## src/design/shp3x3_pkg.sv

```systemverilog
`timescale 1ns / 1ps
`default_nettype none

package shp3x3_pkg;

    // field and register widths
    localparam int CH_W       = 8;
    localparam int PIX_W      = 3 * CH_W;
    localparam int CFG_W      = 11;
    localparam int ROW_W      = CFG_W + 1;
    localparam int MIN_DIM    = 3;

    // default geometry
    localparam int MAX_WIDTH_DEF = 1024;
    localparam logic [CFG_W-1:0] WIDTH_RESET  = CFG_W'(640);
    localparam logic [CFG_W-1:0] HEIGHT_RESET = CFG_W'(480);

    // apb port
    localparam int APB_AW = 3;
    localparam int APB_DW = 32;

    // output buffer
    localparam int FIFO_DEPTH = 4;
    localparam int FIFO_PW    = $clog2(FIFO_DEPTH);
    localparam int FIFO_CW    = $clog2(FIFO_DEPTH + 1);

    typedef logic [PIX_W-1:0] t_pixel;

    // one line memory entry: row above and current row at the same column
    typedef struct packed {
        t_pixel upper;
        t_pixel middle;
    } t_line_pair;

    // per-item control carried down the pipeline
    typedef struct packed {
        logic has_out;
        logic border;
        logic last;
    } t_meta;

    // one result word, red in the low bits
    typedef struct packed {
        logic   last;
        t_pixel pix;
    } t_result;

    typedef enum logic {
        REG_IMAGE_WIDTH  = 1'b0,
        REG_IMAGE_HEIGHT = 1'b1
    } t_reg_idx;

endpackage

`default_nettype wire

```

## src/design/shp3x3_out_fifo.sv

```systemverilog
`timescale 1ns / 1ps
`default_nettype none

module shp3x3_out_fifo (
    input  wire logic                                 i_clk,
    input  wire logic                                 i_rst_n,
    input  wire logic                                 i_push,
    input  wire shp3x3_pkg::t_result                  i_data,
    output      logic                                 o_valid,
    input  wire logic                                 i_ready,
    output      shp3x3_pkg::t_result                  o_data,
    output      logic [shp3x3_pkg::FIFO_CW-1:0]       o_count
);

    localparam int DEPTH = shp3x3_pkg::FIFO_DEPTH;
    localparam int PW    = shp3x3_pkg::FIFO_PW;
    localparam int CNTW  = shp3x3_pkg::FIFO_CW;

    shp3x3_pkg::t_result r_mem [DEPTH];
    logic [PW-1:0]       r_wr_ptr;
    logic [PW-1:0]       r_rd_ptr;
    logic [CNTW-1:0]     r_count;
    logic                pop;

    assign o_valid = (r_count != '0);
    assign pop     = o_valid & i_ready;
    assign o_data  = r_mem[r_rd_ptr];
    assign o_count = r_count;

    always_ff @(posedge i_clk) begin
        if (i_push) begin
            r_mem[r_wr_ptr] <= i_data;
        end
    end

    always_ff @(posedge i_clk) begin
        if (!i_rst_n) begin
            r_wr_ptr <= '0;
            r_rd_ptr <= '0;
            r_count  <= '0;
        end else begin
            if (i_push) begin
                r_wr_ptr <= (r_wr_ptr == PW'(DEPTH - 1)) ? '0 : r_wr_ptr + PW'(1);
            end
            if (pop) begin
                r_rd_ptr <= (r_rd_ptr == PW'(DEPTH - 1)) ? '0 : r_rd_ptr + PW'(1);
            end
            case ({i_push, pop})
                2'b10:   r_count <= r_count + CNTW'(1);
                2'b01:   r_count <= r_count - CNTW'(1);
                default: r_count <= r_count;
            endcase
        end
    end

endmodule

`default_nettype wire
```

## config.mk

```make
export PLATFORM = sky130hd
export DESIGN_NAME = shp3x3_out_fifo
export DESIGN_NICKNAME = d
export VERILOG_FILES = /design/src/design/shp3x3_pkg.sv /design/src/design/shp3x3_out_fifo.sv
export SDC_FILE = /design/constraint.sdc
export NUM_CORES = 1
export LEC_CHECK = 0
export ABC_AREA = 1
export BUFFER_PORTS_ARGS = -buffer_cell sky130_fd_sc_hd__buf_4
export CAP_MARGIN = 20
export CORE_UTILIZATION = 50
export DETAILED_ROUTE_END_ITERATION = 10
export PLACE_DENSITY_LB_ADDON = 0.3
export SLEW_MARGIN = 0
export SYNTH_ARGS = -nofsm -noshare
export SYNTH_HDL_FRONTEND = slang
export SYNTH_SLANG_ARGS = --single-unit
```

## constraint.sdc

```tcl
create_clock -name i_clk -period 1.77 [get_ports i_clk]
set_input_delay 0.4425 -clock i_clk [delete_from_list [all_inputs] [get_ports i_clk]]
set_output_delay 0.4425 -clock i_clk [all_outputs]
set_load 0.1 [all_outputs]
```

==> flow_summary.json <==
{
  "status": "finished with violations",
  "violations": "negative setup slack",
  "fin_cells": 488,
  "min_path_type": "in -> reg",
  "end_kind": "output port",
  "first_pass_iters": 5,
  "drt-initial-drc-count": 145,
  "synth_ff_type": "edfxtp_1",
  "diodes": 0,
  "relSlewSlack": 0.802,
  "root_buffer": "clkbuf_8",
  "clk_path_buf_depth": 2,
  "yosys_warnings": 0,
  "critical_path.top_delay_family": "buffers and inverters",
  "place_inst": 470,
  "critical_path_class": "reg -> out",
  "place.detailed.hpwl_mm": 5.52,
  "die_h_um": 93.5,
  "synth.most_common_cell": "edfxtp_1",
  "grt_max_degree": 22,
  "synth_top_area_frac": 0.718,
  "grtUsageTotal": 0.212,
  "syn_area_per_cell_um2": 13.8,
  "skew_ns": 0.00720,
  "place_ws_ns": -0.0261,
  "wl_per_cell_um": 17.4,
  "core-area_um2": 7930,
  "maxCapViolCount": 0,
  "slowest_delay_ns": 0.40,
  "cp_num_buf_inv": 3,
  "via_count": 2646,
  "antenna_found_initial": 0,
  "fmax_mhz": 507,
  "area_growth_pct": 44.3,
  "synth-seq-area-share": 0.761,
  "grt_pass1_vias": 2725,
  "async_reset_ff_frac": 0,
  "die_area_um2": 8740,
  "leakage_nw": 2.16,
  "critPathArrivalTime_ns": 1.53,
  "ys_ff_latch": 109,
  "syn-num-nets": 339,
  "drive_gt1_frac": 0.487,
  "start_util": 0.528,
  "drc_errors": 0,
  "setup_ws_ns": -0.202,
  "wirelength_mm": 8.52,
  "vias_per_cell": 5.42,
  "clk_pin_slew_ns": 0.10,
  "die_w_um": 93.5,
  "crit_path_max_fanout": 8,
  "required_ns": 1.33,
  "rsz0062_at_grt": "true",
  "pin_count": 58,
  "grt_pass1_wl_mm": 13.5,
  "numPortBuffers": 57,
  "crit_path_cell_trace": "inv_8, clkbuf_16, nor2_2, o22ai_4, buf_12",
  "postCtsSetupRepairBufs": 0,
  "clock_latency_ns": 0.36,
  "regToRegSetupSlack_ns": 0.15,
  "synth_top_area_cell": "edfxtp_1",
  "ant_nets": 0,
  "syn_area_um2": 4180,
  "cts.htree.levels": 3,
  "cpMaxStageDelayCell": "dfxtp_4",
  "grt.overflow.total": 0,
  "hold_viol": 0,
  "gp_congestion": 0.763,
  "cts_tree": "done",
  "cts.sinks": 109,
  "row_count": 32,
  "synth_edf_count": 100,
  "finalNetCount": 417,
  "finalSetupViolCount": 25,
  "slew_violations": 0,
  "synthCells": 303,
  "finalCritPeriodShare": 1.11,
  "synthDistinctLibCells": 21,
  "synthTopCellsByCount": "edfxtp_1 (100), nor2_1 (53), o21ai_0 (40), o22ai_1 (25), inv_1 (15)",
  "fin_crit_ns": 1.97,
  "powerDensity_nw_per_um2": 1620,
  "worst_pin_slew_ns": 0.297,
  "synthTopCellsByArea": "edfxtp_1 (72%), o21ai_0 (4.8%), nor2_1 (4.8%)",
  "cts_made_buffers": 9,
  "ir_worst_vdd_uv": 1120,
  "start_kind": "flop"
}
==> kinds of logic after synthesis <==
logic type,share of synthesized area
flip-flops,0.761
adder cells (fa/ha/maj),0.0227
buffers and inverters,0.0401
AO/OA/AOI/OAI,0.110
AND/OR/NAND/NOR,0.0658
==> report_power, final <==
part / internal [W] / switching, W / total (W)
clock: 0.000534 / 0.000837 / 0.00137
combinational: 0.00190 / 0.00345 / 0.00535
sequential: 0.00298 / 0.0000921 / 0.00307
total: 0.00542 / 0.00438 / 0.00980
==> sequential cells by signal, summed over array words and instances, names as in the netlist, named ones only <==
register / count
r_mem: 100
o_count: 3
r_rd_ptr: 2
r_wr_ptr: 2
==> worst reg2reg max path, delay by kind of cell, from the launching register on <==
kind / cells / cell delay (ns)
flip-flops: 1 / 0.37
buffers and inverters: 4 / 0.20
AND/OR/NAND/NOR: 6 / 0.49
adder cells (fa/ha/maj): 2 / 0.47
==> metrics by stage <==
stage,total power [W],hold slack (ns),utilization,TNS [ns],area [um2]
after floorplan,0.00653,0.483,-,-0.435,4570
after global placement,0.00733,0.508,0.662,0,5250
after detailed placement,0.00739,0.525,0.662,-0.0261,5250
after CTS,0.00969,0.253,0.745,-4.54,5900
after global routing,0.0102,0.251,0.762,-5.57,6040
final,0.00980,0.269,0.762,-4.15,6040
==> metal layers <==
layer  global-route usage  vias to the layer above  share of wire
li1                     -                     1275              -
met1                0.260                     1306           0.42
met2                0.374                       53           0.52
met3               0.0341                       12          0.039
met4               0.0859                        0          0.016
met5                    0                        -              0
==> what timing repair did <==
item	4_1_cts	5_1_grt
gates resized for setup	158	19
pin swaps	0	1
setup endpoints to repair	25	25
hold buffers	0	0
gates cloned	0	2
==> path summary, 6_finish.rpt <==
check	start	end	cells past startpoint
worst min register to register	r_rd_ptr[1]	r_rd_ptr[1]	2
worst max-delay path	flop	o_data[20]	5
worst min-delay path	i_data[21]	r_mem[2][21]	1
worst max register to register	o_count[0]	o_count[2]	12
==> area by class of cell <==
class / instances / area (um2)
clock buffers: 9 / 124
clock inverters: 7 / 60.1
fillers: 461 / 1890
inverters: 17 / 73.8
multi-input cells: 162 / 1410
flip-flops and latches: 109 / 3200
well taps: 102 / 128
repair buffers: 82 / 1040
==> cells in the final DEF (no fill, tap or decap), drive strengths merged <==
master	instances
edfxtp	100
buf	80
o21ai	54
nor2	53
o22ai	25
inv	20
clkbuf	11
nand2	10
dfxtp	9
ha	6
a21oi	5
nand3	4
clkinv	4
and2	1
o211a	1
or2	1
nand4	1
fa	1
Note: power is estimated with default switching activity, not from simulation.
