[config.mk]
export PLATFORM = sky130hd
export DESIGN_NAME = shp3x3_kernel
export DESIGN_NICKNAME = d
export VERILOG_FILES = /design/src/design/shp3x3_pkg.sv /design/src/design/shp3x3_kernel.sv
export SDC_FILE = /design/constraint.sdc
export NUM_CORES = 1
export LEC_CHECK = 0
export BUFFER_PORTS_ARGS = -buffer_cell sky130_fd_sc_hd__buf_2
export CORE_AREA = 2 2 145 147
export CTS_CLUSTER_SIZE = 10
export DETAILED_ROUTE_END_ITERATION = 8
export DIE_AREA = 0 0 147 149
export PLACE_DENSITY = 0.78
export SYNTH_ARGS = -nofsm -noshare
export SYNTH_HDL_FRONTEND = slang
export SYNTH_SLANG_ARGS = --single-unit
[constraint.sdc]
create_clock -name i_clk -period 5.7 [get_ports i_clk]
set_input_delay 1.14 -clock i_clk [delete_from_list [all_inputs] [get_ports i_clk]]
set_output_delay 1.14 -clock i_clk [all_outputs]
set_load 0.02 [all_outputs]
[src/design/shp3x3_pkg.sv]
`timescale 1ns / 1ps
`default_nettype none

package shp3x3_pkg;

    // field and register widths
    localparam int CH_W       = 8;
    localparam int PIX_W      = 3 * CH_W;
    localparam int CFG_W      = 11;
    localparam int ROW_W      = CFG_W + 1;
    localparam int MIN_DIM    = 3;

    // default geometry
    localparam int MAX_WIDTH_DEF = 1024;
    localparam logic [CFG_W-1:0] WIDTH_RESET  = CFG_W'(640);
    localparam logic [CFG_W-1:0] HEIGHT_RESET = CFG_W'(480);

    // apb port
    localparam int APB_AW = 3;
    localparam int APB_DW = 32;

    // output buffer
    localparam int FIFO_DEPTH = 4;
    localparam int FIFO_PW    = $clog2(FIFO_DEPTH);
    localparam int FIFO_CW    = $clog2(FIFO_DEPTH + 1);

    typedef logic [PIX_W-1:0] t_pixel;

    // one line memory entry: row above and current row at the same column
    typedef struct packed {
        t_pixel upper;
        t_pixel middle;
    } t_line_pair;

    // per-item control carried down the pipeline
    typedef struct packed {
        logic has_out;
        logic border;
        logic last;
    } t_meta;

    // one result word, red in the low bits
    typedef struct packed {
        logic   last;
        t_pixel pix;
    } t_result;

    typedef enum logic {
        REG_IMAGE_WIDTH  = 1'b0,
        REG_IMAGE_HEIGHT = 1'b1
    } t_reg_idx;

endpackage

`default_nettype wire

[src/design/shp3x3_kernel.sv]
`timescale 1ns / 1ps
`default_nettype none

module shp3x3_kernel (
    input  wire logic               i_clk,
    input  wire logic               i_rst_n,
    input  wire logic               i_shift,
    input  wire shp3x3_pkg::t_pixel i_top,
    input  wire shp3x3_pkg::t_pixel i_mid,
    input  wire shp3x3_pkg::t_pixel i_bot,
    input  wire logic               i_border,
    output      shp3x3_pkg::t_pixel o_pix
);

    localparam int CW = shp3x3_pkg::CH_W;

    shp3x3_pkg::t_pixel r_win [3][3];

    // 5*center minus the four neighbors, clamped to 0..255
    function automatic logic [CW-1:0] sharpen_chan(
        input logic [CW-1:0] ctr,
        input logic [CW-1:0] up,
        input logic [CW-1:0] lf,
        input logic [CW-1:0] rt,
        input logic [CW-1:0] dn
    );
        logic [CW+2:0] five;
        logic [CW+2:0] negs;
        logic [CW+2:0] diff;
        five = {1'b0, ctr, 2'b00} + (CW+3)'(ctr);
        negs = (CW+3)'(up) + (CW+3)'(lf) + (CW+3)'(rt) + (CW+3)'(dn);
        diff = five - negs;
        if (five < negs) begin
            sharpen_chan = '0;
        end else if (diff[CW+2:CW] != 3'b000) begin
            sharpen_chan = '1;
        end else begin
            sharpen_chan = diff[CW-1:0];
        end
    endfunction

    // rows: 0 above, 1 middle, 2 newest; column 2 is the newest
    always_ff @(posedge i_clk) begin
        if (!i_rst_n) begin
            for (int k = 0; k < 3; k++) begin
                for (int j = 0; j < 3; j++) begin
                    r_win[k][j] <= '0;
                end
            end
        end else if (i_shift) begin
            for (int k = 0; k < 3; k++) begin
                r_win[k][0] <= r_win[k][1];
                r_win[k][1] <= r_win[k][2];
            end
            r_win[0][2] <= i_top;
            r_win[1][2] <= i_mid;
            r_win[2][2] <= i_bot;
        end
    end

    always_comb begin
        for (int k = 0; k < 3; k++) begin
            if (i_border) begin
                o_pix[CW*k +: CW] = r_win[1][1][CW*k +: CW];
            end else begin
                o_pix[CW*k +: CW] = sharpen_chan(r_win[1][1][CW*k +: CW],
                                                 r_win[0][1][CW*k +: CW],
                                                 r_win[1][0][CW*k +: CW],
                                                 r_win[1][2][CW*k +: CW],
                                                 r_win[2][1][CW*k +: CW]);
            end
        end
    end

endmodule

`default_nettype wire

==> results by group, run 1 <==
CTS
  – Maximum clock path buffer count: 2
  – CTS tree: built
  – Hold_buf cts: 0
  – CTS root buffer: clkbuf_16
  – CTS Buf Count: 17
  – CTS sink cnt: approximately 170
  – Clk Latency, worst-skew pair: ~0.42 ns
  – Htree depth: 4
  – Reg clk slew, reported paths: 0.07 ns

Drt
  – Antenna Violating Nets Remaining: 0
  – Routed WL: 23,400 um
  – Via/cell ratio: 5.47
  – Vias: approximately 7,600
  – DR iter-0 viols: 467
  – DRT Pass-1 Iters: 5
  – Routed len/inst: 16.8 um
  – DR DRC count: 0

Layout
  – Register area: 5040 um2
  – Area grow syn2layout: 20.6%
  – Final Cell Area: between 10,000 and 15,000 um2
  – Fraction of layout cells with a size suffix above 1: 25.6%
  – Biggest register: r_win
  – Multi-input gate area: 5550 um2
  – Top Registers: r_win: 168 flops
  – Nets@finish: between 1,000 and 1,500
  – Post-route insts no fill: roughly 1,400
  – Filler Cell Count: 1,535
  – Number of flip-flops in the largest register: 168
  – Diodes inserted: 0

Synth
  – Synthesis Warnings: 0
  – Syn Area/Cell: 11.3 um2
  – Sequential area share after synthesis: 46.0%
  – Post-synth EDFFs: roughly 170
  – Post-Synthesis Net Count: 1,173
  – Main area contributors after synthesis: edfxtp_1, fa_1, and3_1
  – Synth Register Bits: about 170
  – Mapped cell area: 11,000 um2
  – Share of the synthesized area in the top cell type: 46.0%
  – Post-synth top flop: edfxtp_1
  – Cells after synthesis: 968
  – Synth cell types: 54
  – Synth async-reset ratio: 0%
  – Most area-hungry cell type in the Yosys netlist: edfxtp_1

Worst setup path
  – Slowest cell on crit path: fa_1
  – CP max stage delay: 0.54 ns
  – Reg2Reg Setup Slack: 4.63 ns
  – Startpoint types: flop
  – Critical path type: flop to primary output
  – Crit Path Max Fanout: 8
  – CP Data Arrival Time: 5.01 ns
  – Worst setup EP type: primary output
  – Critical Path Most Common Cell: inv_2
  – CP cell instances: inv_2 -> fa_1 -> inv_1 -> fa_1 -> ha_2 -> inv_2 -> fa_2 -> inv_2 -> a21oi_2 -> o21ai_2 -> a21o_1 -> a21o_1 -> xnor2_2 -> ha_4 -> buf_6 -> buf_4 -> nand3_1 -> a21oi_2 -> or4_4 -> o311ai_4 -> a21boi_4 -> a221o_1 -> buf_6
  – Worst R2R End: r_win[0][106]$_SDFFCE_PN0P_
  – RR Startpoint: r_win[0][82]$_SDFFCE_PN0P_
  – Worst r2r path cells: 3
  – Req. time, crit path: roughly 4.6 ns

Pwr
  – PD cells: around 430 nW/um2
  – Worst VDD drop: 231 uV
  – Pleak: 6.34 nW

Timing
  – Final setup fails: 24
  – Fmax: 0.163 GHz
  – Period utilization: 108%
  – Final Hold Fails: 0
  – RSZ-0062 raised after global routing: yes
  – Worst clock skew: 0.00542 ns
  – Worst slew pin tran: 1.03 ns
  – Worst setup margin: -0.451 ns
  – Max-slew violations: 0
  – Slew HR: 31.5%
  – Min cycle time layout: 6.15 ns

Global routing
  – Gr ovfl total: 0
  – Initial antenna violation count: 0
  – Largest net degree at the start of global routing: between 100 and 150
  – First-pass GRT wire length: around 37,000 um
  – GR Util All Layers: 21.2%
  – Vias in the first global route: 7,355

Floorplanning
  – # rows: 53
  – Die Area: 21,900 um2
  – Die W: 147 um
  – Io pins: 100
  – Die height: approximately 150 um
  – Core area: between 20,000 and 25,000 um2
  – Initial Util: a little over half

Place
  – Dpl cell area: 11,800 um2
  – GP Congestion: 0.900
  – Post-DP HPWL: ~16,000 um
  – Port Buffers: just under 100
  – Dpl cells: 1,322

Min path
  – Worst hold start: r_win[0][12]$_SDFFCE_PN0P_
  – Hold Path Depth: 1
  – Worst Hold End: r_win[0][36]$_SDFFCE_PN0P_
  – Hold/Removal Path Class: flop to flop

Flow run
  – Max-Cap Viols: 0

Outcome
  – Violated checks: negative setup slack
  – Status: finished, violations left
## synth_stat cells (3+ instances only)
cell,count
a21o_1,20
a21oi_1,47
a21oi_2,3
a221o_1,13
a22oi_1,3
a32oi_1,3
and2_1,5
and3_1,172
clkbuf_1,39
edfxtp_1,168
fa_1,54
ha_1,75
inv_1,159
nand2_1,23
nand2b_1,8
nand3_1,8
nor2_1,16
nor2b_1,10
o2111ai_1,4
o211ai_1,4
o21a_1,7
o21ai_0,25
o21ai_1,3
o21bai_1,4
o221ai_1,3
xnor2_1,39
xor2_1,16
## placed cells by master, fill, tap and decap left out, drive strengths merged, types with 16 or more instances in the layout
master and count:
a21o 20, a21oi 50, and3 172, buf 161, clkbuf 17, edfxtp 168
fa 54, ha 75, inv 165, nand2 23, nor2 17, o21ai 30
xnor2 40, xor2 16
## kinds of logic (layout without fill, tap and decap cells)
kind of cell | count (synthesis) | in the layout | share of synthesized area, %
compound gates | 164 | 164 | 10.7
xor+xnor | 56 | 56 | 4.54
fa+ha+maj | 129 | 129 | 18.4
buf+inv | 199 | 351 | 6.88
flops | 168 | 168 | 46.0
simple gates | 252 | 252 | 13.4
## power by group
group / switching (W) / total, W / internal, W
registers: 0.0000531 / 0.00151 / 0.00146
logic: 0.00157 / 0.00305 / 0.00148
clock network: 0.000491 / 0.00110 / 0.000611
total: 0.00212 / 0.00567 / 0.00355
## metrics by stage
stage	power (W)	worst slack [ns]	hold slack (ns)	TNS, ns	util (%)
CTS	0.00527	-0.509	0.557	-8.46	62.2
floorplan	0.00327	0.0233	0.535	0	-
global route	0.00599	-0.669	0.567	-14.37	64.3
finish	0.00567	-0.451	0.556	-9.15	64.3
detailed placement	0.00382	-0.181	0.544	-2.18	57.4
global placement	0.00375	-0.0838	0.539	-0.647	57.4
## worst max path at each step
stage | end | slack (ns) | start | cells after the start
detailed placement | o_pix[0] | -0.18 | r_win[0][25]$_SDFFCE_PN0P_ | 22
global route | o_pix[5] | -0.67 | r_win[0][73]$_SDFFCE_PN0P_ | 22
global placement | o_pix[0] | -0.08 | r_win[0][25]$_SDFFCE_PN0P_ | 22
finish | o_pix[4] | -0.45 | r_win[0][73]$_SDFFCE_PN0P_ | 23
CTS | o_pix[0] | -0.51 | r_win[0][25]$_SDFFCE_PN0P_ | 22
floorplan | o_pix[0] | 0.02 | r_win[0][25]$_SDFFCE_PN0P_ | 22
## worst max-delay path: cells and delay by family, from the launching register on
kind | cells | cell delay, ns
flops | 1 | 0.37
xor+xnor | 1 | 0.14
compound gates | 8 | 1.07
fa+ha+maj | 5 | 1.81
simple gates | 2 | 0.60
buf+inv | 7 | 0.60
## routing by layer
layer / routed length, um / track usage [%] / vias to the layer above
met2: 10700 / 32.2 / 200
met1: 11200 / 31.4 / 3713
met3: 1110 / 3.98 / 30
met5: 0 / 0 / -
li1: - / - / 3692
met4: 399 / 6.06 / 0
## final cells by class
| cell class | instances | area share (%) |
|---|---|---|
| Timing Repair Buffer | 161 | 8.42 |
| Multi-Input combinational cell | 601 | 42.0 |
| Inverter | 159 | 4.51 |
| Sequential cell | 168 | 38.2 |
| Tap cell | 275 | 2.60 |
| Clock inverter | 14 | 1.07 |
| Clock buffer | 17 | 3.22 |
## timing repair
action,CTS,global route
cloned,0,0
hold endpoints to repair,0,0
setup endpoints to repair,24,24
resized for setup,71,75
pin swaps,52,58
buffers inserted,23,20
Power figures use the tool's default switching activity.
==> run 2: changes to the inputs <==
- BUFFER_PORTS_ARGS: -buffer_cell sky130_fd_sc_hd__buf_2 -> not set
- CAP_MARGIN: not set -> 5
- CORE_AREA: 2 2 145 147 -> 2 2 140 142
- DIE_AREA: 0 0 147 149 -> 0 0 142 144
- DONT_BUFFER_PORTS: not set -> 1
- MAX_ROUTING_LAYER: not set -> met4
==> results by group, run 2 (same netlist as run 1, synthesis figures left out) <==
Drt
  – DR iter-0 viols: 573 (was 467)
  – Vias: 7,158 (was 7,635)
  – Routed len/inst: 17.7 um (was 16.8 um)
  – DR DRC count: 0 (unchanged)
  – Routed WL: 22,300 um (was 23,400 um)
  – DRT Pass-1 Iters: 5 (unchanged)
  – Via/cell ratio: 5.68 (was 5.47)
  – Antenna Violating Nets Remaining: 0 (unchanged)

Outcome
  – Violated checks: negative setup slack (unchanged)
  – Status: finished, violations left (unchanged)

Global routing
  – Met1 Use GR: 35.1% (was 31.4%)
  – Initial antenna violation count: 5 (was 0)
  – Met2 Usage GRT: 32.2% (about the same)
  – Layer with the highest usage: met1 (was met2)
  – Gr ovfl total: 0 (unchanged)
  – First-pass GRT wire length: 35,600 um (was 36,700 um)
  – Met3 usage: 4.50% (was 3.98%)
  – Largest net degree at the start of global routing: 170 (was 111)
  – Vias in the first global route: 7,056 (was 7,355)
  – GR Util All Layers: 23.2% (was 21.2%)

Timing
  – Min cycle time layout: 6.15 ns (about the same)
  – Hold WS: 0.559 ns (was 0.556 ns)
  – Period utilization: 108% (about the same)
  – Worst clock skew: 0.00718 ns (was 0.00542 ns)
  – Worst setup margin: -0.449 ns (was -0.451 ns)
  – Final Hold Fails: 0 (unchanged)
  – Max-slew violations: 0 (unchanged)
  – Slew HR: 39.7% (was 31.5%)
  – Fmax: 0.163 GHz (about the same)
  – RSZ-0062 raised after global routing: yes (unchanged)
  – Worst slew pin tran: 0.905 ns (was 1.03 ns)
  – Final setup fails: 24 (unchanged)
  – Post-Route Setup TNS: -7.76 ns (was -9.15 ns)

Pwr
  – Pleak: 5.86 nW (was 6.34 nW)
  – PD cells: 428 nW/um2 (was 429 nW/um2)
  – Design Power: 0.00533 W (was 0.00567 W)
  – Worst VDD drop: 185 uV (was 231 uV)

Min path
  – Hold/Removal Path Class: flop to flop (unchanged)
  – Worst hold start: r_win[0][21]$_SDFFCE_PN0P_ (was r_win[0][12]$_SDFFCE_PN0P_)
  – Hold Path Depth: 1 (unchanged)
  – Worst Hold End: r_win[0][45]$_SDFFCE_PN0P_ (was r_win[0][36]$_SDFFCE_PN0P_)

Floorplanning
  – # rows: 51 (was 53)
  – Io pins: 100 (unchanged)
  – Die Area: 20,400 um2 (was 21,900 um2)
  – Die height: 144 um (was 149 um)
  – Die W: 142 um (was 147 um)
  – Core area: 19,100 um2 (was 20,600 um2)
  – Initial Util: 57.5% (was 53.3%)

Layout
  – Top Registers: r_win: 168 flops (unchanged)
  – Fraction of layout cells with a size suffix above 1: 16.4% (was 25.6%)
  – Area grow syn2layout: 13.8% (was 20.6%)
  – Commonest non-fill, non-tap cells in the layout: and3_1, edfxtp_1, inv_1 (unchanged)
  – Biggest register: r_win (unchanged)
  – Nets@finish: 1,209 (was 1,313)
  – Number of flip-flops in the largest register: 168 (unchanged)
  – Post-route insts no fill: 1,260 (was 1,395)
  – Commonest non-fill, non-tap cell in the layout: and3_1 (unchanged)

Place
  – Dpl cells: 1,195 (was 1,322)
  – Post-Place Worst Slack: -0.150 ns (was -0.181 ns)
  – Port Buffers: 0 (was 99)
  – Post-DP HPWL: 15,200 um (was 15,900 um)
  – GP Congestion: 0.847 (was 0.900)

Worst setup path
  – Worst setup EP type: primary output (unchanged)
  – Worst r2r path cells: 1 (was 3)
  – Critical path type: flop to primary output (unchanged)
  – RR Startpoint: r_win[0][97]$_SDFFCE_PN0P_ (was r_win[0][82]$_SDFFCE_PN0P_)
  – Worst R2R End: r_win[0][121]$_SDFFCE_PN0P_ (was r_win[0][106]$_SDFFCE_PN0P_)
  – Startpoint types: flop (unchanged)
  – Crit Path Max Fanout: 8 (unchanged)
  – Req. time, crit path: 4.56 ns (about the same)
  – Reg2Reg Setup Slack: 4.70 ns (was 4.63 ns)
  – CP Data Arrival Time: 5.01 ns (about the same)

CTS
  – Htree depth: 4 (unchanged)
  – CTS Buf Count: 17 (unchanged)
  – CTS root buffer: clkbuf_16 (unchanged)
  – Maximum clock path buffer count: 2 (unchanged)
  – Clk Latency, worst-skew pair: 0.43 ns (was 0.42 ns)
  – Hold_buf cts: 0 (unchanged)
  – CTS sink cnt: 168 (unchanged)
  – Reg clk slew, reported paths: 0.07 ns (about the same)
  – CTS tree: built (unchanged)

Flow run
  – Max-Cap Viols: 0 (unchanged)
[run 2: cell types whose count changed in the layout (fill, tap and decap cells not counted), moves of 4 or more]
cell / before / now
inv_8: 1 / 8
buf_6: 24 / 5
a21oi_2: 17 / 12
diode_2: 0 / 5
a21oi_1: 32 / 38
buf_4: 63 / 50
clkinv_4: 5 / 1
buf_2: 74 / 0
[run 2: how the worst max path moves through the flow]
stage | startpoint | depth (start not counted) | end | slack, ns
after global routing | r_win[0][25]$_SDFFCE_PN0P_ | 21 | o_pix[1] | -0.67
after floorplan | r_win[0][25]$_SDFFCE_PN0P_ | 22 | o_pix[0] | 0.02
after detailed placement | r_win[0][25]$_SDFFCE_PN0P_ | 21 | o_pix[1] | -0.15
after global placement | r_win[0][25]$_SDFFCE_PN0P_ | 21 | o_pix[0] | -0.04
final | r_win[0][25]$_SDFFCE_PN0P_ | 24 | o_pix[1] | -0.45
after CTS | r_win[0][121]$_SDFFCE_PN0P_ | 22 | o_pix[1] | -0.52
[run 2: worst max-delay path: stages (launching register included)]
cell,delay [ns]
edfxtp_1,0.34
inv_2,0.04
fa_1,0.56
inv_2,0.04
fa_1,0.48
ha_2,0.19
inv_2,0.04
fa_2,0.39
inv_2,0.06
a21oi_2,0.04
o21ai_1,0.14
buf_4,0.12
buf_4,0.09
buf_4,0.08
buf_4,0.09
xnor2_1,0.12
ha_2,0.28
a2111oi_4,0.05
o21ai_2,0.09
buf_4,0.13
nand3_1,0.06
or4_4,0.50
o311ai_4,0.11
a21boi_4,0.14
a221o_1,0.38
[run 2: repair_timing]
action / CTS / global route
pin swaps: 43 / 36
setup buffers: 26 / 4
endpoints found under the setup margin: 24 / 24
resized for setup: 51 / 31
[run 2: metal layers]
metal / up-vias / share of wire (%) / routed length (um)
met1: 3410 / 50 / 11100
met4: 0 / 1.2 / 276
met2: 231 / 44 / 9730
met5: - / 0 / 0
li1: 3492 / - / -
met3: 25 / 5.3 / 1180
[run 2: per-stage QoR]
step	utilization [%]	area [um2]
after floorplan	-	11000
after global placement	59.4	11300
after detailed placement	59.4	11300
after CTS	64.5	12300
after global routing	65.4	12500
final	65.4	12500
[run 2: power by group]
part	leakage [nW]	switching (W)	total, W	internal [W]
Combinational	3.74	0.00144	0.00272	0.00128
Sequential	1.84	0.0000528	0.00151	0.00146
Clock	0.280	0.000520	0.00111	0.000586
[run 2: final cells by class]
type,instances,area [um2]
Tap cell,238,298
Inverter,159,597
Antenna cell,5,12.5
Fill cell,1383,6610
Timing Repair Buffer,57,472
Sequential cell,168,5040
Multi-Input combinational cell,601,5470
Clock buffer,17,425
Clock inverter,15,151
==> run 3: changes to the inputs <==
- CORE_AREA: 2 2 140 142 -> 8 8 146 148
- DIE_AREA: 0 0 142 144 -> 0 0 154 156
- GPL_TIMING_DRIVEN: not set -> 0
==> results by group, run 3 (same netlist as run 1, synthesis figures left out) <==
Worst setup path
  – Startpoint types: flop (unchanged)
  – Reg2Reg Setup Slack: 4.65 ns (was 4.70 ns)
  – Crit Path Max Fanout: 8 (unchanged)
  – Worst R2R End: r_win[0][113]$_SDFFCE_PN0P_ (was r_win[0][121]$_SDFFCE_PN0P_)
  – Worst setup EP type: primary output (unchanged)
  – Critical path type: flop to primary output (unchanged)
  – RR Startpoint: r_win[0][89]$_SDFFCE_PN0P_ (was r_win[0][97]$_SDFFCE_PN0P_)
  – Req. time, crit path: 4.56 ns (about the same)
  – Worst r2r path cells: 3 (was 1)
  – CP Data Arrival Time: 4.98 ns (was 5.01 ns)

Place
  – Post-Place Worst Slack: -0.320 ns (was -0.150 ns)
  – Post-DP HPWL: 18,000 um (was 15,200 um)
  – Port Buffers: 0 (unchanged)
  – Dpl cell area: 11,300 um2 (about the same)
  – GP Congestion: 0.837 (was 0.847)
  – Dpl cells: 1,208 (was 1,195)

Timing
  – Min cycle time layout: 6.12 ns (was 6.15 ns)
  – Max-slew violations: 0 (unchanged)
  – Final setup fails: 24 (unchanged)
  – Final Hold Fails: 0 (unchanged)
  – RSZ-0062 raised after global routing: yes (unchanged)
  – Period utilization: 107% (was 108%)
  – Worst clock skew: 0.00779 ns (was 0.00718 ns)
  – Fmax: 0.163 GHz (about the same)
  – Slew HR: 62.7% (was 39.7%)
  – Worst setup margin: -0.421 ns (was -0.449 ns)
  – Worst slew pin tran: 0.559 ns (was 0.905 ns)

CTS
  – Maximum clock path buffer count: 2 (unchanged)
  – Htree depth: 4 (unchanged)
  – Hold_buf cts: 0 (unchanged)
  – CTS Buf Count: 17 (unchanged)
  – Reg clk slew, reported paths: 0.06 ns (was 0.07 ns)
  – Clk Latency, worst-skew pair: 0.42 ns (was 0.43 ns)
  – CTS sink cnt: 168 (unchanged)
  – CTS tree: built (unchanged)
  – CTS root buffer: clkbuf_16 (unchanged)

Layout
  – Fraction of layout cells with a size suffix above 1: 16.0% (was 16.4%)
  – Number of flip-flops in the largest register: 168 (unchanged)
  – Commonest non-fill, non-tap cells in the layout: and3_1, edfxtp_1, inv_1 (unchanged)
  – Final Cell Area: 12,700 um2 (was 12,500 um2)
  – Biggest register: r_win (unchanged)
  – Area grow syn2layout: 16.2% (was 13.8%)
  – Commonest non-fill, non-tap cell in the layout: and3_1 (unchanged)
  – Filler Cell Count: 1,293 (was 1,383)
  – Top Registers: r_win: 168 flops (unchanged)
  – Post-route insts no fill: 1,298 (was 1,260)
  – Nets@finish: 1,240 (was 1,209)

Floorplanning
  – Initial Util: 57.5% (unchanged)
  – Core area: 19,100 um2 (unchanged)
  – Die Area: 24,000 um2 (was 20,400 um2)
  – Die height: 156 um (was 144 um)
  – Die W: 154 um (was 142 um)
  – # rows: 51 (unchanged)
  – Io pins: 100 (unchanged)

Outcome
  – Violated checks: negative setup slack (unchanged)
  – Status: finished, violations left (unchanged)

Drt
  – Routed len/inst: 18.4 um (was 17.7 um)
  – DR iter-0 viols: 424 (was 573)
  – Via/cell ratio: 5.65 (was 5.68)
  – DR DRC count: 0 (unchanged)
  – DRT Pass-1 Iters: 5 (unchanged)
  – Vias: 7,337 (was 7,158)
  – Routed WL: 23,800 um (was 22,300 um)
  – Antenna Violating Nets Remaining: 0 (unchanged)

Min path
  – Worst Hold End: r_win[0][40]$_SDFFCE_PN0P_ (was r_win[0][45]$_SDFFCE_PN0P_)
  – Hold Path Depth: 1 (unchanged)
  – Worst hold start: r_win[0][16]$_SDFFCE_PN0P_ (was r_win[0][21]$_SDFFCE_PN0P_)
  – Hold/Removal Path Class: flop to flop (unchanged)

Global routing
  – Initial antenna violation count: 15 (was 5)
  – First-pass GRT wire length: 37,200 um (was 35,600 um)
  – Gr ovfl total: 0 (unchanged)
  – GR Util All Layers: 20.4% (was 23.2%)
  – Vias in the first global route: 7,496 (was 7,056)
  – Largest net degree at the start of global routing: 81 (was 170)

Pwr
  – PD cells: 427 nW/um2 (was 428 nW/um2)
  – Worst VDD drop: 270 uV (was 185 uV)
  – Design Power: 0.00544 W (was 0.00533 W)
  – Pleak: 5.90 nW (was 5.86 nW)

Flow run
  – Max-Cap Viols: 0 (unchanged)
==> run 3: cell count changes in the layout (fill, tap and decap cells not counted), sizes merged <==
cell | previous run | this run
diode | 5 | 14
clkbuf | 17 | 57
clkinv | 3 | 7
inv | 169 | 159
bufinv | 0 | 3
buf | 57 | 49
==> run 3: worst max-delay path, cell delays in order, from the launching register on <==
cell,delay [ns]
edfxtp_1,0.36
inv_2,0.05
fa_1,0.51
inv_1,0.06
fa_1,0.48
ha_2,0.18
inv_2,0.04
fa_2,0.36
inv_2,0.06
a21oi_2,0.05
o21ai_2,0.13
a21o_1,0.13
a21o_1,0.14
xnor2_1,0.14
ha_1,0.26
buf_6,0.13
buf_4,0.13
o211ai_1,0.10
nand2_1,0.14
a31o_1,0.25
a21oi_2,0.18
xnor2_2,0.11
a21boi_4,0.27
a221o_1,0.29
==> run 3: area by class of cell <==
| cell class | instances | area, um2 | area share (%) |
|---|---|---|---|
| Inverter | 159 | 597 | 4.68 |
| Clock inverter | 12 | 135 | 1.06 |
| Sequential cell | 168 | 5040 | 39.6 |
| Antenna cell | 14 | 35.0 | 0.275 |
| Buffer | 40 | 158 | 1.24 |
| Tap cell | 238 | 298 | 2.34 |
| Multi-Input combinational cell | 601 | 5600 | 44.0 |
| Timing Repair Buffer | 48 | 444 | 3.49 |
| Clock buffer | 18 | 429 | 3.37 |
==> run 3: repair_timing <==
action	CTS	global route
pin swaps	56	53
endpoints found under the setup margin	24	24
resized for setup	77	31
setup buffers	38	11
cloned	0	0
==> run 3: layer usage <==
metal | vias to the layer above | global-route usage (%) | wire length (um)
li1 | 3582 | - | -
met1 | 3464 | 24.7 | 10300
met2 | 251 | 33.3 | 11300
met3 | 40 | 5.07 | 1620
met4 | 0 | 6.11 | 545
met5 | - | - | 0
==> run 3: through the flow <==
| step | utilization [%] | TNS (ns) | hold WS [ns] |
|---|---|---|---|
| after floorplan | - | 0 | 0.535 |
| after global placement | 59.0 | -3.17 | 0.538 |
| after detailed placement | 59.3 | -4.41 | 0.543 |
| after CTS | 65.8 | -7.21 | 0.555 |
| after global routing | 66.8 | -12.29 | 0.567 |
| final | 66.8 | -6.90 | 0.553 |
==> run 3: how the worst max path moves through the flow <==
stage          slack, ns  depth (start not counted)       end                        from
6_report           -0.42                         23  o_pix[3]  r_win[0][73]$_SDFFCE_PN0P_
5_1_grt            -0.62                         22  o_pix[8]  r_win[0][81]$_SDFFCE_PN0P_
4_1_cts            -0.45                         22  o_pix[4]  r_win[0][73]$_SDFFCE_PN0P_
3_5_place_dp       -0.32                         22  o_pix[4]  r_win[0][25]$_SDFFCE_PN0P_
3_3_place_gp       -0.30                         22  o_pix[4]  r_win[0][73]$_SDFFCE_PN0P_
2_1_floorplan       0.02                         22  o_pix[0]  r_win[0][25]$_SDFFCE_PN0P_
==> run 3: power by group <==
part | total, W | leakage [nW] | internal, W | switching, W
combinational | 0.00283 | 3.79 | 0.00128 | 0.00155
sequential | 0.00151 | 1.84 | 0.00146 | 0.0000565
clock | 0.00110 | 0.271 | 0.000674 | 0.000428
